==> src/hbfd_pkg.sv <==
// Shared constants and codes for the heartbeat failure detector.
// Used by heartbeat_failure_detector_unit; no dependencies.
`default_nettype none

package hbfd_pkg;

  // Table geometry
  localparam int NODES  = 16;
  localparam int NODE_W = 4;
  localparam int TIME_W = 32;
  localparam int THR_W  = 31;
  localparam int IVL_W  = 16;
  localparam int CFG_W  = 31;

  // Request kinds
  localparam logic [1:0] KIND_REGISTER  = 2'd0;
  localparam logic [1:0] KIND_REMOVE    = 2'd1;
  localparam logic [1:0] KIND_HEARTBEAT = 2'd2;
  localparam logic [1:0] KIND_TICK      = 2'd3;

  // Configuration register indexes
  localparam logic CFG_THRESHOLD = 1'b0;
  localparam logic CFG_INTERVAL  = 1'b1;

  // Reset values of the configuration registers
  localparam logic [THR_W-1:0] THRESHOLD_RESET = THR_W'(3000);
  localparam logic [IVL_W-1:0] INTERVAL_RESET  = IVL_W'(1000);

  // Controller states, one-hot
  typedef enum logic [3:0] {
    S_IDLE  = 4'b0001,
    S_READ  = 4'b0010,
    S_CHECK = 4'b0100,
    S_FLUSH = 4'b1000
  } state_t;

endpackage

`default_nettype wire

==> src/heartbeat_failure_detector_unit.sv <==
// Heartbeat failure detector: node table controller and scan engine.
// Register, remove, heartbeat and non-scanning tick requests are handled in S_IDLE, which stays ready.
// A scanning tick walks the last-seen RAM slot by slot (read, then check), then
// passes S_FLUSH; in_ready stays low until back in S_IDLE, longer on output stalls.
// Reset (rst, synchronous): all slots absent and not alive, time zero, scan
// countdown zero so the first tick scans; config at 3000 / 1000 ticks.
`default_nettype none

module heartbeat_failure_detector_unit (
  input  wire logic                        clk,
  input  wire logic                        rst,
  // request channel
  input  wire logic                        in_valid,
  output logic                             in_ready,
  input  wire logic [1:0]                  kind,
  input  wire logic [hbfd_pkg::NODE_W-1:0] node,
  // failure result channel
  output logic                             out_valid,
  input  wire logic                        out_ready,
  output logic      [hbfd_pkg::NODE_W-1:0] failed_node,
  output logic                             last,
  // configuration write port
  input  wire logic                        cfg_write,
  input  wire logic                        cfg_index,
  input  wire logic [hbfd_pkg::CFG_W-1:0]  cfg_data
);

  hbfd_pkg::state_t                 state;
  logic [hbfd_pkg::THR_W-1:0]       failure_threshold;
  logic [hbfd_pkg::IVL_W-1:0]       scan_interval;
  logic [hbfd_pkg::TIME_W-1:0]      now_ticks;
  logic [hbfd_pkg::IVL_W-1:0]       scan_countdown;
  logic [hbfd_pkg::NODES-1:0]       entry_present;
  logic [hbfd_pkg::NODES-1:0]       entry_alive;
  logic [hbfd_pkg::NODE_W-1:0]      scan_idx;
  logic [hbfd_pkg::NODE_W-1:0]      pend_node;
  logic                             pend_valid;

  logic                             in_fire;
  logic                             node_ok;
  logic                             ram_we;
  logic                             ram_re;
  logic [hbfd_pkg::TIME_W-1:0]      ram_rdata;
  logic [hbfd_pkg::TIME_W-1:0]      age;
  logic                             slot_fail;
  logic                             out_free;
  logic                             stall;
  logic                             push;
  logic [hbfd_pkg::NODE_W-1:0]      push_node;
  logic                             push_last;
  logic [hbfd_pkg::IVL_W-1:0]       reload;
  logic                             scan_end;

  assign in_ready = (state == hbfd_pkg::S_IDLE);
  assign in_fire  = in_valid && in_ready;
  assign node_ok  = (32'(node) < hbfd_pkg::NODES);

  // Last-seen time store
  assign ram_we = in_fire && node_ok &&
                  ((kind == hbfd_pkg::KIND_REGISTER) ||
                   ((kind == hbfd_pkg::KIND_HEARTBEAT) && entry_present[node]));
  assign ram_re = (state == hbfd_pkg::S_READ);

  hbfd_ram #(
    .DEPTH (hbfd_pkg::NODES),
    .WIDTH (hbfd_pkg::TIME_W),
    .AW    (hbfd_pkg::NODE_W)
  ) u_last_seen (
    .clk   (clk),
    .we    (ram_we),
    .waddr (node),
    .wdata (now_ticks),
    .re    (ram_re),
    .raddr (scan_idx),
    .rdata (ram_rdata)
  );

  // Age check on the slot under scan
  assign age       = now_ticks - ram_rdata;
  assign slot_fail = entry_present[scan_idx] && entry_alive[scan_idx] &&
                     (age > {1'b0, failure_threshold});
  assign out_free  = !out_valid || out_ready;
  assign scan_end  = (scan_idx == hbfd_pkg::NODE_W'(hbfd_pkg::NODES - 1));

  // A failure is held back one step so the final one can carry the last flag
  always_comb begin
    push      = 1'b0;
    push_node = pend_node;
    push_last = 1'b0;
    stall     = 1'b0;
    case (state)
      hbfd_pkg::S_CHECK: begin
        if (slot_fail && pend_valid) begin
          if (out_free) begin
            push = 1'b1;
          end else begin
            stall = 1'b1;
          end
        end
      end
      hbfd_pkg::S_FLUSH: begin
        if (pend_valid && out_free) begin
          push      = 1'b1;
          push_last = 1'b1;
        end
      end
      default: begin
      end
    endcase
  end

  assign reload = (scan_interval == '0) ? '0 : scan_interval - 1'b1;

  // Configuration registers
  always_ff @(posedge clk) begin
    if (rst) begin
      failure_threshold <= hbfd_pkg::THRESHOLD_RESET;
      scan_interval     <= hbfd_pkg::INTERVAL_RESET;
    end else if (cfg_write) begin
      case (cfg_index)
        hbfd_pkg::CFG_THRESHOLD: failure_threshold <= cfg_data;
        hbfd_pkg::CFG_INTERVAL:  scan_interval <= cfg_data[hbfd_pkg::IVL_W-1:0];
        default: begin
        end
      endcase
    end
  end

  // Controller: request handling and scan sequencing
  always_ff @(posedge clk) begin
    if (rst) begin
      state          <= hbfd_pkg::S_IDLE;
      now_ticks      <= '0;
      scan_countdown <= '0;
      entry_present  <= '0;
      entry_alive    <= '0;
      scan_idx       <= '0;
      pend_valid     <= 1'b0;
    end else begin
      case (state)
        hbfd_pkg::S_IDLE: begin
          if (in_fire) begin
            if (kind == hbfd_pkg::KIND_TICK) begin
              now_ticks <= now_ticks + 1'b1;
              if (scan_countdown == '0) begin
                scan_countdown <= reload;
                scan_idx       <= '0;
                pend_valid     <= 1'b0;
                state          <= hbfd_pkg::S_READ;
              end else begin
                scan_countdown <= scan_countdown - 1'b1;
              end
            end else if (node_ok) begin
              case (kind)
                hbfd_pkg::KIND_REGISTER: begin
                  entry_present[node] <= 1'b1;
                  entry_alive[node]   <= 1'b1;
                end
                hbfd_pkg::KIND_REMOVE: begin
                  entry_present[node] <= 1'b0;
                  entry_alive[node]   <= 1'b0;
                end
                hbfd_pkg::KIND_HEARTBEAT: begin
                  if (entry_present[node]) begin
                    entry_alive[node] <= 1'b1;
                  end
                end
                default: begin
                end
              endcase
            end
          end
        end
        hbfd_pkg::S_READ: begin
          state <= hbfd_pkg::S_CHECK;
        end
        hbfd_pkg::S_CHECK: begin
          if (!stall) begin
            if (slot_fail) begin
              entry_alive[scan_idx] <= 1'b0;
              pend_node             <= scan_idx;
              pend_valid            <= 1'b1;
            end
            if (scan_end) begin
              state <= hbfd_pkg::S_FLUSH;
            end else begin
              scan_idx <= scan_idx + 1'b1;
              state    <= hbfd_pkg::S_READ;
            end
          end
        end
        hbfd_pkg::S_FLUSH: begin
          if (!pend_valid || out_free) begin
            pend_valid <= 1'b0;
            state      <= hbfd_pkg::S_IDLE;
          end
        end
        default: begin
          state <= hbfd_pkg::S_IDLE;
        end
      endcase
    end
  end

  // Output register
  always_ff @(posedge clk) begin
    if (rst) begin
      out_valid <= 1'b0;
    end else if (push) begin
      out_valid <= 1'b1;
    end else if (out_ready) begin
      out_valid <= 1'b0;
    end
  end

  always_ff @(posedge clk) begin
    if (push) begin
      failed_node <= push_node;
      last        <= push_last;
    end
  end

endmodule

`default_nettype wire

==> src/hbfd_ram.sv <==
// Simple dual-port RAM: one write port, one read port with registered data.
// Generic; no package dependency.
`default_nettype none

module hbfd_ram #(
  parameter int DEPTH = 16,
  parameter int WIDTH = 32,
  parameter int AW    = 4
) (
  input  wire logic             clk,
  input  wire logic             we,
  input  wire logic [AW-1:0]    waddr,
  input  wire logic [WIDTH-1:0] wdata,
  input  wire logic             re,
  input  wire logic [AW-1:0]    raddr,
  output logic      [WIDTH-1:0] rdata
);

  logic [WIDTH-1:0] mem [DEPTH];

  // Write port
  always_ff @(posedge clk) begin
    if (we) begin
      mem[waddr] <= wdata;
    end
  end

  // Read port, data held until the next read
  always_ff @(posedge clk) begin
    if (re) begin
      rdata <= mem[raddr];
    end
  end

endmodule

`default_nettype wire
==> config.mk <==
export PLATFORM = sky130hd
export DESIGN_NAME = heartbeat_failure_detector_unit
export DESIGN_NICKNAME = d
export VERILOG_FILES = /design/src/hbfd_pkg.sv /design/src/heartbeat_failure_detector_unit.sv /design/src/hbfd_ram.sv
export SDC_FILE = /design/constraint.sdc
export NUM_CORES = 1
export LEC_CHECK = 0
export ABC_AREA = 1
export BUFFER_PORTS_ARGS = -buffer_cell sky130_fd_sc_hd__buf_2
export CORE_MARGIN = 10
export CORE_UTILIZATION = 30
export CTS_CLUSTER_SIZE = 16
export DETAILED_ROUTE_END_ITERATION = 12
export GPL_TIMING_DRIVEN = 0
export PLACE_DENSITY = 0.5
export SYNTH_ARGS = -nofsm -noshare
export SYNTH_HDL_FRONTEND = slang
export SYNTH_HIERARCHICAL = 1
export SYNTH_SLANG_ARGS = --single-unit
==> constraint.sdc <==
create_clock -name clk -period 6.82 [get_ports clk]
set_input_delay 0 -clock clk [delete_from_list [all_inputs] [get_ports clk]]
set_output_delay 0 -clock clk [all_outputs]
set_load 0.02 [all_outputs]
; Yosys cells after proc, flatten, opt, wreduce, memory -nomap -nowiden
; Memories as Yosys holds them, arrays and structs flattened. A register that Yosys moved wholly into a read port is not among the register bits.
; Index checks and enable logic that the tools add are counted.
; Widths: inputs -> output; s select.
[word_totals]
memories = 1
ram_bits = 512
word_cells = 134
output_inout_bits = 7
regBits = 146
in_bits = 43
[memory_table]
columns = name, words, width, rd, rd_clocked_by_memory_dff, wr, line
row1 = u_last_seen.mem, 16, 32, 1, 1, 1, hbfd_ram.sv:19  ; logic [WIDTH-1:0] mem [DEPTH];
[op_classes]
n_eq_ne = 18
bitwise = 11
muxes = 51
reduce_logical = 30
add_sub_neg = 5
magnitude_cmp = 5
[op_table]
columns = cell, count
row1 = $mux 16, 7
row2 = $pmux 16 s2, 2
row3 = $and 16x16->16, 3
row4 = $pmux 16 s3, 1
row5 = $mux 4, 11
row6 = $add 32x1->32 const B, 1
row7 = $gt 32x31->1, 1
row8 = $logic_not 16->1, 2
row9 = $not 16->16, 2
row10 = $or 16x16->16, 2
row11 = $sub 16x1->16 const B, 2
row12 = $sub 32x32->32, 1
row13 = $mux 1, 21
row14 = $pmux 4 s4, 1
row15 = $reduce_and 7->1, 2
row16 = $bmux 1 s4, 3
row17 = $lt 4x5->1 const B, 2
row18 = $ne 2x2->1 const B, 5
row19 = $logic_and 1x1->1, 9
row20 = $demux 1 s4, 2
row21 = $eq 4x4->1 const B, 2
row22 = $ge 4x1->1 const B, 2
row23 = $pmux 4 s2, 1
row24 = $reduce_and 4->1, 2
row25 = other kinds (21), 33

; Longest topological paths before layout
; Gate-level depths: netlist (run 1).
[depth]
word_depth = 10
ltp_mapped = 39
mapped_depth_nobuf = 39

; By module
; Netlist (run 1), hierarchy kept.
[modules_own_cells]
columns = mod, seq_area_each_um2, cells_per_inst, n_inst, area_each_um2
row1 = hbfd_ram, 16335.7, 2120, 1, 23050.9
row2 = heartbeat_failure_detector_unit, 3012.9, 1429, 1, 9857.0

; Least setup slack after synthesis (run 1)
; Ideal clock, no wire load.
[synth_timing]
kind = reg2reg
startpoint = register now_ticks[0] in the netlist's numbering
endpoint = register pend_node[0] in the netlist's numbering, enable pin
stages_incl_launch_ff = 35
t_required_ns = 6.459
setup_time_ns = 0.361
slack_ns = 2.563
period_less_slack_ns = 4.257
path_buffers = 0
arrival_ns = 3.895
cell_sequence = dfxtp_1 > inv_1 > ha_1 > inv_1 > fa_1 > nand3_1 > nand2_1 > nand2_1 > o211ai_1 > nand2_1 > nand2_1 > nand3_1 > o211ai_1 > nand4_1 > o211ai_1 > nand3_1 > nand2_1 > xor2_1 > ha_1 > nand2_1 > nor2_1 > nand2_1 > nor2_1 > nand2_1 > nand3_1 > nand2_1 > nand2_1 > nand2_1 > nand2_1 > nand2_1 > nand2_1 > nand2_1 > nand2_1 > nand2_2 > nor3_1
[synth_via]
elab_chain_cells = 8
[synth_rtl]
columns = item, line
row1 = start: declaration, heartbeat_failure_detector_unit.sv:31  ; logic [hbfd_pkg::TIME_W-1:0] now_ticks;
row2 = start signal: assignment, heartbeat_failure_detector_unit.sv:144  ; now_ticks <= now_ticks + 1'b1;
row3 = $sub 32x32->32 (*), heartbeat_failure_detector_unit.sv:79  ; assign age = now_ticks - ram_rdata;
row4 = $gt 32x31->1 (*), heartbeat_failure_detector_unit.sv:81  ; (age > {1'b0, failure_threshold});
row5 = $logic_and 1x1->1 (*), heartbeat_failure_detector_unit.sv:80  ; assign slot_fail = entry_present[scan_idx] && entry_alive[scan_idx] &&
row6 = $logic_and 1x1->1, heartbeat_failure_detector_unit.sv:93  ; if (slot_fail && pend_valid) begin
row7 = $mux 1, heartbeat_failure_detector_unit.sv:93
row8 = $mux 1, heartbeat_failure_detector_unit.sv:91  ; case (state)
row9 = $not 1->1 (no line), -
row10 = $reduce_and 4->1 (no line) (*), -
row11 = end signal: assignment, heartbeat_failure_detector_unit.sv:181  ; pend_node <= scan_idx;
row12 = end: declaration, heartbeat_failure_detector_unit.sv:36  ; logic [hbfd_pkg::NODE_W-1:0] pend_node;
; Every way passes the cells marked *; elsewhere a longest branch is shown, timed or not.
; A chain may end at the register's enable or synchronous reset.

; Worst setup path in the final report (run 1)
[layout_timing]
startpoint = register now_ticks[0] in the netlist's numbering
endpoint = register pend_node[1] in the netlist's numbering, enable pin
; Same word-level chain as after synthesis.

==> results.toml, run 1 <==
[run_status]
run_status = "completed"

[sta]
grt_setup_unrepaired = "no"
fin_setup_tns_ns = 0
slew_of_the_pin_with_the_lowest_slew_margin_ns = 1.24
slew_headroom_pct = 17.3
timing.fmax_mhz = 157
setup_viol = 0
finalHoldViolations = 0
post-route-min-period_ns = 6.35
timing.final.max_slew_violations = 0
fin_worst_skew_ns = 0.0299
final.period_utilization_pct = 93.1

[place]
place.detailed.hpwl_um = 70800
gpl.final_weighted_congestion = 0.903
placed_cells = 5030
placement.io_buffers = 48

[yosys]
synthesis.nets = 3667
yosys_warnings = 6
yosys_most_used_dff = "sky130_fd_sc_hd__edfxtp_1"
synthCells = 3549
yosysSeqAreaShare_pct = 58.8
synth.lib_cells_used.distinct = 59
synth.cell_area_mm2 = 0.0329
asyncSetResetFlopFracSynth_pct = 0
synth_edf_count = 553
syn_area_per_cell_um2 = 9.27
synth_seq_cells = 690

[cells_and_area]
finalNetCount = 3853
syn_to_final_growth_pct = 16.3
drive_gt1_share_pct = 8.52
nFillCells = 11000
final-instance-count-excl-fill = 5218

[setup_path]
worst_setup_path_startpoint = "now_ticks[0]"
start_kind = "flip-flop"
path_class = "reg -> reg"
cpMostUsedCell = "sky130_fd_sc_hd__nand2_1"
slowest_stage = "sky130_fd_sc_hd__dfxtp_1"
worst-endpoint-required_ns = 7.06
slowest_delay_ns = 0.88
worst_ep_arrival_time_ns = 6.60
critPathCaptureType = "flip-flop"
largest_driver_fanout_on_the_critical_path = 19
reg2reg_capture_point = "pend_node[1]"
rr_startpoint = "now_ticks[0]"
regToRegSetupSlack_ns = 0.47
worst_r2r_path_depth = 29

[global_route]
antenna_violations_before_repair = 8
grt_first_pass_wirelength_um = 153000
grt_remaining_overflow = 0
grt_use_total_pct = 16.5
largest_net_degree_at_the_start_of_global_routing = 26
via_count_of_the_first_global_routing_pass = 23600

[route]
route.vias.total = 24800
drc = 0
avg_vias_per_cell = 4.76
drt_iter0_markers = 2250
routed_wl_um = 103000
final_antenna_net_count = 0
routed_wire_length_per_instance_um = 19.8
drt-pass1-iter-count = 6

[clocking]
cts.sinks = 690
clk_transition_reported_paths_ns = 0.06
tritoncts = "done"
worst_skew_late_latency_ns = 0.64
cts_max_level = 3
clock_tree.buffer_depth = 3
post-cts-setup-buffers = 0
cts_buffers = 80
cts_root_buffer = "sky130_fd_sc_hd__clkbuf_16"

[power]
internal_portion_of_total_power_w = 0.00799
p_comb_share_pct = 29.2
power_density_mw_per_mm2 = 324
clock_power_share_pct = 33.1
irDropWorstVdd_uv = 176
switching_power_w = 0.00440
power.switching_fraction_pct = 35.5
power.static_leakage_nw = 16.1
power_frac_seq_pct = 37.7

[floorplan]
start_util_pct = 30.2
dieArea_mm2 = 0.123
num_rows = 121
dieHeight_um = 351
ioPinCount = 50
die_width_um = 351
core_area_mm2 = 0.109

[flow_run]
maxCapViolations = 0

[worst_hold_path]
min_path_type = "in -> reg"
timing.hold.worst_path_depth = 4
hold_start = "kind[0]"
-- Yosys cell counts (all sizes together), types with 8 or more instances --
cell	count	share of area, %
a21oi	153	2.3
a22oi	8	0.18
a32o	8	0.24
a32oi	8	0.21
buf	100	2.1
clkbuf	48	0.55
dfxtp	137	8.3
edfxtp	553	50
ha	74	2.8
inv	610	7.0
nand2	926	11
nand3	434	6.6
nand4	21	0.44
nor2	170	2.0
nor3	34	0.60
nor4	9	0.22
o211ai	19	0.43
o21ai	118	1.8
or2	9	0.17
xnor2	15	0.40
xor2	46	1.2
-- critical path, delay by kind of cell (launching register included) --
kind | cells | cell delay, ns
AND/OR/NAND/NOR | 17 | 2.60
buffers and inverters | 3 | 0.38
adder cells (fa/ha/maj) | 3 | 0.67
XOR/XNOR | 1 | 0.44
flip-flops | 1 | 0.88
AO/OA/AOI/OAI | 5 | 0.97
-- cell usage in the layout (no fill, tap or decap), types with 16 or more instances in the layout --
cell	Yosys	routed
sky130_fd_sc_hd__ha_1	74	74
sky130_fd_sc_hd__clkinv_2	0	21
sky130_fd_sc_hd__nor3_1	30	29
sky130_fd_sc_hd__buf_1	16	16
sky130_fd_sc_hd__nor2_4	0	16
sky130_fd_sc_hd__xor2_1	46	46
sky130_fd_sc_hd__nor2_1	167	151
sky130_fd_sc_hd__dlygate4sd3_1	0	37
sky130_fd_sc_hd__clkbuf_1	48	71
sky130_fd_sc_hd__buf_6	30	32
sky130_fd_sc_hd__o211ai_1	19	19
sky130_fd_sc_hd__buf_2	44	92
sky130_fd_sc_hd__edfxtp_1	553	553
sky130_fd_sc_hd__dfxtp_1	137	137
sky130_fd_sc_hd__nand4_1	19	19
sky130_fd_sc_hd__o21ai_0	118	118
sky130_fd_sc_hd__nand2_1	920	920
sky130_fd_sc_hd__nand3_1	433	433
sky130_fd_sc_hd__clkbuf_16	0	80
sky130_fd_sc_hd__a21oi_1	153	153
sky130_fd_sc_hd__inv_1	601	601
-- worst max-delay path by stage --
| stage | end | slack (ns) | cells after the start |
|---|---|---|---|
| final | pend_node[1] | 0.47 | 29 |
| after global routing | pend_node[0] | 0.02 | 29 |
| after CTS | pend_node[0] | 0.39 | 29 |
| after detailed placement | pend_node[1] | 0.45 | 29 |
| after global placement | pend_node[1] | 0.45 | 29 |
| after floorplan | pend_node[0] | 2.56 | 34 |
-- final cells by class --
type / count / area (um^2) / area share, %
clock buffers: 104 / 2100 / 5.49
repair buffers: 104 / 983 / 2.57
plain buffers: 148 / 886 / 2.32
multi-input cells: 2098 / 10500 / 27.4
diodes: 1 / 2.50 / 0.00654
flip-flops and latches: 690 / 19300 / 50.6
well taps: 1414 / 1770 / 4.62
clock inverters: 46 / 372 / 0.971
inverters: 613 / 2310 / 6.03
-- flip-flops by register name (all words and copies together), names as in the netlist, named ones only --
| name | count |
|---|---|
| out_valid | 1 |
| scan_countdown | 16 |
| scan_interval | 16 |
| u_last_seen/mem | 512 |
| now_ticks | 32 |
| state | 4 |
| pend_valid | 1 |
| u_last_seen/rdata | 32 |
| failed_node | 4 |
| last | 1 |
| pend_node | 4 |
| failure_threshold | 31 |
| scan_idx | 4 |
-- cells by family (layout without fill, tap and decap cells) --
logic type,count (synthesis),after routing,synth area share (%)
AND/OR/NAND/NOR,1607,1607,20.8
buffers and inverters,761,1015,9.70
flip-flops,690,690,58.8
AO/OA/AOI/OAI,355,355,6.22
adder cells (fa/ha/maj),75,75,2.87
XOR/XNOR,61,61,1.62
other,0,1,0
-- metal layers --
layer / wire, um / GRT usage [%]
met1: 46900 / 22.9
met2: 47700 / 26.8
met3: 6400 / 2.40
met4: 2430 / 4.33
met5: 14 / 0
-- per-stage QoR --
stage | setup WS (ns) | utilization [%] | hold slack, ns | cell area (um^2) | total power (W)
after floorplan | 2.56 | - | 0.113 | 32900 | 0.00694
after global placement | 0.454 | 32.1 | 0.263 | 34900 | 0.00831
after detailed placement | 0.449 | 32.5 | 0.266 | 35400 | 0.00832
after CTS | 0.385 | 35.1 | 0.0882 | 38300 | 0.0125
after global routing | 0.0226 | 35.1 | 0.171 | 38300 | 0.0130
final | 0.467 | 35.1 | 0.111 | 38300 | 0.0124
-- power by group through the flow --
stage | sequential (W) | clock, W | combinational (W)
CTS | 0.00467 | 0.00420 | 0.00359
global route | 0.00468 | 0.00435 | 0.00393
floorplan | 0.00473 | 0 | 0.00220
detailed placement | 0.00476 | 0 | 0.00355
global placement | 0.00477 | 0 | 0.00354
finish | 0.00467 | 0.00410 | 0.00362
-- timing repair --
item,4_1_cts,5_1_grt
hold endpoints to repair,56,0
resized for setup,0,0
hold buffers,37,0
Note: power is estimated with default switching activity, not from simulation.
==> run 2: changes to the inputs <==
CORE_UTILIZATION = 35   (was 30)
PLACE_DENSITY = 0.55   (was 0.5)
==> results.toml, run 2 (same netlist as run 1, synthesis figures left out) <==
[global_route]
largest_net_degree_at_the_start_of_global_routing = 27
antenna_violations_before_repair = 7
via_count_of_the_first_global_routing_pass = 23600
grt_use_total_pct = 18.3
grt_remaining_overflow = 0
grt_first_pass_wirelength_um = 149000

[clocking]
cts_max_level = 3
clk_transition_reported_paths_ns = 0.06
holdBufCountCts = 39
cts_root_buffer = "sky130_fd_sc_hd__clkbuf_16"
cts.sinks = 690
cts-resized-gates = 0
tritoncts = "done"
cts_buffers = 77
worst_skew_late_latency_ns = 0.63
post-cts-setup-buffers = 0
clock_tree.buffer_depth = 3

[run_status]
run_status = "completed"

[cells_and_area]
final_util_pct = 40.7
largestRegisters = "u_last_seen/mem (512), now_ticks (32), u_last_seen/rdata (32)"
nFillCells = 9229
syn_to_final_growth_pct = 15.6
most-common-layout-cells = "sky130_fd_sc_hd__nand2_1, sky130_fd_sc_hd__inv_1, sky130_fd_sc_hd__edfxtp_1"
drive_gt1_share_pct = 8.27
finalNetCount = 3852
largest_reg_by_ff_count = "u_last_seen/mem"
antennaDiodeCount = 0
largest_register_ff_count = 512
mostFrequentLayoutCell = "sky130_fd_sc_hd__nand2_1"

[setup_path]
path_class = "reg -> reg"
cpMostUsedCell = "sky130_fd_sc_hd__nand2_1"
cp_num_cells = 29
slowest_delay_ns = 0.86
regToRegSetupSlack_ns = 0.44
critPathCaptureType = "flip-flop"
worst_setup_path_startpoint = "now_ticks[0]"
critical_path_buf_inv_count = 3
cp-endpoint = "pend_node[2]"
start_kind = "flip-flop"
worst-endpoint-required_ns = 7.06
reg2reg_capture_point = "pend_node[2]"
largest_driver_fanout_on_the_critical_path = 19
worst_r2r_path_depth = 29
rr_startpoint = "now_ticks[0]"
worst_ep_arrival_time_ns = 6.62
path_delay_family = "simple AND/OR/NAND/NOR gates"
slowest_stage = "sky130_fd_sc_hd__dfxtp_1"

[place]
place.detailed.hpwl_um = 68900
gpl.final_weighted_congestion = 0.885
placement.io_buffers = 48

[power]
irDropWorstVdd_uv = 211
power_density_mw_per_mm2 = 321
power.static_leakage_nw = 16.0
fin_total_pwr_w = 0.0122

[route]
avg_vias_per_cell = 4.91
final_antenna_net_count = 0
drt-pass1-iter-count = 5
drt_iter0_markers = 2325
route.vias.total = 24800
drc = 0
routed_wl_um = 100000
routed_wire_length_per_instance_um = 19.8

[sta]
post-route-min-period_ns = 6.38
finalHoldViolations = 0
grt_setup_unrepaired = "no"
final.period_utilization_pct = 93.6
slew_of_the_pin_with_the_lowest_slew_margin_ns = 1.14
fin_setup_tns_ns = 0
timing.final.max_slew_violations = 0
fin_worst_skew_ns = 0.0218
timing.fmax_mhz = 157
setup_viol = 0
slew_headroom_pct = 23.9

[floorplan]
die_width_um = 327
dieHeight_um = 327
start_util_pct = 35.3
ioPinCount = 50
dieArea_mm2 = 0.107
num_rows = 112
core_area_mm2 = 0.0933

[flow_run]
maxCapViolations = 0

[worst_hold_path]
min_path_type = "in -> reg"
timing.hold.worst_path_depth = 4
==> run 2: cell types whose count changed in the layout (fill, tap and decap cells not counted), sizes merged <==
cell	previous run	this run
inv	617	615
diode	1	0
dlygate4sd3	37	39
bufinv	4	2
clkinv	37	34
clkinvlp	1	2
clkbuf	152	149
==> run 2: cell type report <==
cell class | count | area [um^2] | share of cell area (%)
Tap cell | 1254 | 1570 | 4.13
Multi-Input combinational cell | 2098 | 10500 | 27.6
Inverter | 613 | 2310 | 6.06
Clock buffer | 101 | 2110 | 5.56
Clock inverter | 40 | 268 | 0.704
Timing Repair Buffer | 106 | 1040 | 2.75
Sequential cell | 690 | 19300 | 50.9
Buffer | 148 | 886 | 2.33
==> run 2: worst min path at each step <==
stage | end | slack, ns | start
after floorplan | scan_interval[3] | 0.11 | cfg_data[3]
after CTS | flip-flop | 0.09 | kind[0]
after global placement | failure_threshold[0] | 0.24 | cfg_data[0]
after global routing | flip-flop | 0.12 | kind[0]
after detailed placement | failure_threshold[0] | 0.25 | cfg_data[0]
final | flip-flop | 0.13 | kind[0]
==> run 2: layer usage <==
| metal | global-route usage [%] | share of wire (%) |
|---|---|---|
| met1 | 24.8 | 45 |
| met2 | 28.9 | 45 |
| met3 | 3.93 | 7.3 |
| met4 | 6.07 | 3.2 |
| met5 | 0 | 0.041 |
==> run 2: metrics by stage <==
| stage | hold WS [ns] | setup slack, ns | cells | cell area (um^2) |
|---|---|---|---|---|
| 3_5_place_dp | 0.249 | 0.529 | 4870 | 35300 |
| 4_1_cts | 0.0896 | 0.471 | 5050 | 38000 |
| 5_1_grt | 0.123 | 0.0423 | 5050 | 38000 |
| 6_report | 0.128 | 0.436 | 5050 | 38000 |
| 2_1_floorplan | 0.113 | 2.56 | 3549 | 32900 |
| 3_3_place_gp | 0.243 | 0.625 | 4851 | 34700 |
==> run 2: power breakdown <==
part | switching (W) | internal, W | total, W
sequential | 0.0000652 | 0.00461 | 0.00468
combinational | 0.00253 | 0.00104 | 0.00357
clock | 0.00170 | 0.00226 | 0.00396
==> run 2: worst min-delay path, stage by stage <==
cell and delay, ns:
sky130_fd_sc_hd__buf_2 0.12, sky130_fd_sc_hd__ha_1 0.18, sky130_fd_sc_hd__buf_1 0.22, sky130_fd_sc_hd__a21oi_1 0.17
==> run 3: changes to the inputs <==
RECOVER_POWER = 25   (was not set)
==> results.toml, run 3 (same netlist as run 1, synthesis figures left out) <==
[setup_path]
cpMostUsedCell = "sky130_fd_sc_hd__nand2_1"
worst-endpoint-required_ns = 7.06
critPathCaptureType = "flip-flop"
worst_ep_arrival_time_ns = 6.63
largest_driver_fanout_on_the_critical_path = 19
slowest_delay_ns = 0.85
start_kind = "flip-flop"
slowest_stage = "sky130_fd_sc_hd__dfxtp_1"
path_class = "reg -> reg"

[cells_and_area]
drive_gt1_share_pct = 8.01
antennaDiodeCount = 0
finalNetCount = 3852
most-common-layout-cells = "sky130_fd_sc_hd__nand2_1, sky130_fd_sc_hd__inv_1, sky130_fd_sc_hd__edfxtp_1"
mostFrequentLayoutCell = "sky130_fd_sc_hd__nand2_1"
nFillCells = 9236
syn_to_final_growth_pct = 15.5
largest_reg_by_ff_count = "u_last_seen/mem"
final-instance-count-excl-fill = 5050
largest_register_ff_count = 512
largestRegisters = "u_last_seen/mem (512), now_ticks (32), u_last_seen/rdata (32)"

[run_status]
run_status = "completed"

[global_route]
grt_first_pass_wirelength_um = 149000
met2_usage_grt_pct = 28.9
grt_remaining_overflow = 0
grt_use_total_pct = 18.3
antenna_violations_before_repair = 7
grt.busiest_layer = "met2"
grt.met3_usage_pct = 3.93
largest_net_degree_at_the_start_of_global_routing = 27
gr-usage-met1_pct = 24.8
via_count_of_the_first_global_routing_pass = 23600

[clocking]
cts_buffers = 77
clk_transition_reported_paths_ns = 0.06
cts_max_level = 3
holdBufCountCts = 39
cts.sinks = 690
clock_tree.buffer_depth = 3
cts-resized-gates = 0
cts_root_buffer = "sky130_fd_sc_hd__clkbuf_16"
worst_skew_late_latency_ns = 0.63
post-cts-setup-buffers = 0
tritoncts = "done"

[floorplan]
dieHeight_um = 327
dieArea_mm2 = 0.107
start_util_pct = 35.3
ioPinCount = 50
die_width_um = 327
core_area_mm2 = 0.0933
num_rows = 112

[sta]
slew_headroom_pct = 22.3
post-route-min-period_ns = 6.39
timing.final.max_slew_violations = 0
grt_setup_unrepaired = "no"
setup_viol = 0
fin_setup_tns_ns = 0
slew_of_the_pin_with_the_lowest_slew_margin_ns = 1.16
timing.fmax_mhz = 157
final.period_utilization_pct = 93.7
fin_worst_skew_ns = 0.0210
finalHoldViolations = 0

[route]
avg_vias_per_cell = 4.92
final_antenna_net_count = 0
drt_iter0_markers = 2320
route.vias.total = 24900
routed_wl_um = 100000
drc = 0
drt-pass1-iter-count = 6
routed_wire_length_per_instance_um = 19.8

[power]
power_density_mw_per_mm2 = 321
irDropWorstVdd_uv = 211
power.static_leakage_nw = 16.0

[place]
placed_cells = 4870
place.detailed.hpwl_um = 68900
placement.io_buffers = 48
gpl.final_weighted_congestion = 0.885

[flow_run]
maxCapViolations = 0

[worst_hold_path]
min_path_type = "in -> reg"
[run 3: cell types whose count changed in the layout (fill, tap and decap cells not counted), sizes merged]
cell | previous run | this run
buf | 167 | 159
clkbuf | 149 | 157
[run 3: worst paths after layout]
kind / from / endpoint / slack, ns / depth (start not counted)
worst max-delay path: now_ticks[0] / pend_node[2] / 0.43 / 29
worst max register to register: now_ticks[0] / pend_node[2] / 0.43 / 29
worst min-delay path: kind[0] / flip-flop / 0.12 / 4
worst min register to register: pend_node[3] / failed_node[3] / 0.42 / 0
[run 3: metrics by stage]
step / worst slack (ns) / total power, W / util (%) / area, um^2 / hold slack [ns]
2_1_floorplan: 2.56 / 0.00694 / - / 32900 / 0.113
3_5_place_dp: 0.529 / 0.00826 / 37.8 / 35300 / 0.249
5_1_grt: 0.0423 / 0.0128 / 40.7 / 38000 / 0.123
4_1_cts: 0.471 / 0.0122 / 40.7 / 38000 / 0.0896
3_3_place_gp: 0.625 / 0.00822 / 37.2 / 34700 / 0.243
6_report: 0.432 / 0.0122 / 40.7 / 38000 / 0.121
[run 3: area by class of cell]
type	instances	area [um^2]	share of cell area [%]
flip-flops and latches	690	19300	50.9
multi-input cells	2098	10500	27.6
inverters	613	2310	6.07
clock buffers	101	2110	5.56
well taps	1254	1570	4.13
repair buffers	106	1030	2.71
plain buffers	148	886	2.33
clock inverters	40	268	0.705
[run 3: per-layer routing]
layer	share of wire, %	up-vias
li1	-	12000
met5	0.041	-
met1	45	11900
met4	3.2	6
met3	7.2	174
met2	45	778
[run 3: power breakdown]
| group | total, W | internal [W] | switching [W] | leakage, nW |
|---|---|---|---|---|
| sequential | 0.00467 | 0.00461 | 0.0000646 | 6.77 |
| combinational | 0.00356 | 0.00104 | 0.00252 | 8.07 |
| clock | 0.00396 | 0.00226 | 0.00170 | 1.17 |
[run 3: critical path, delay by kind of cell, from the launching register on]
family                   cells  cell delay (ns)
AO/OA/AOI/OAI                5             0.97
XOR/XNOR                     1             0.49
adder cells (fa/ha/maj)      3             0.69
buffers and inverters        3             0.37
flip-flops                   1             0.85
AND/OR/NAND/NOR             17             2.61
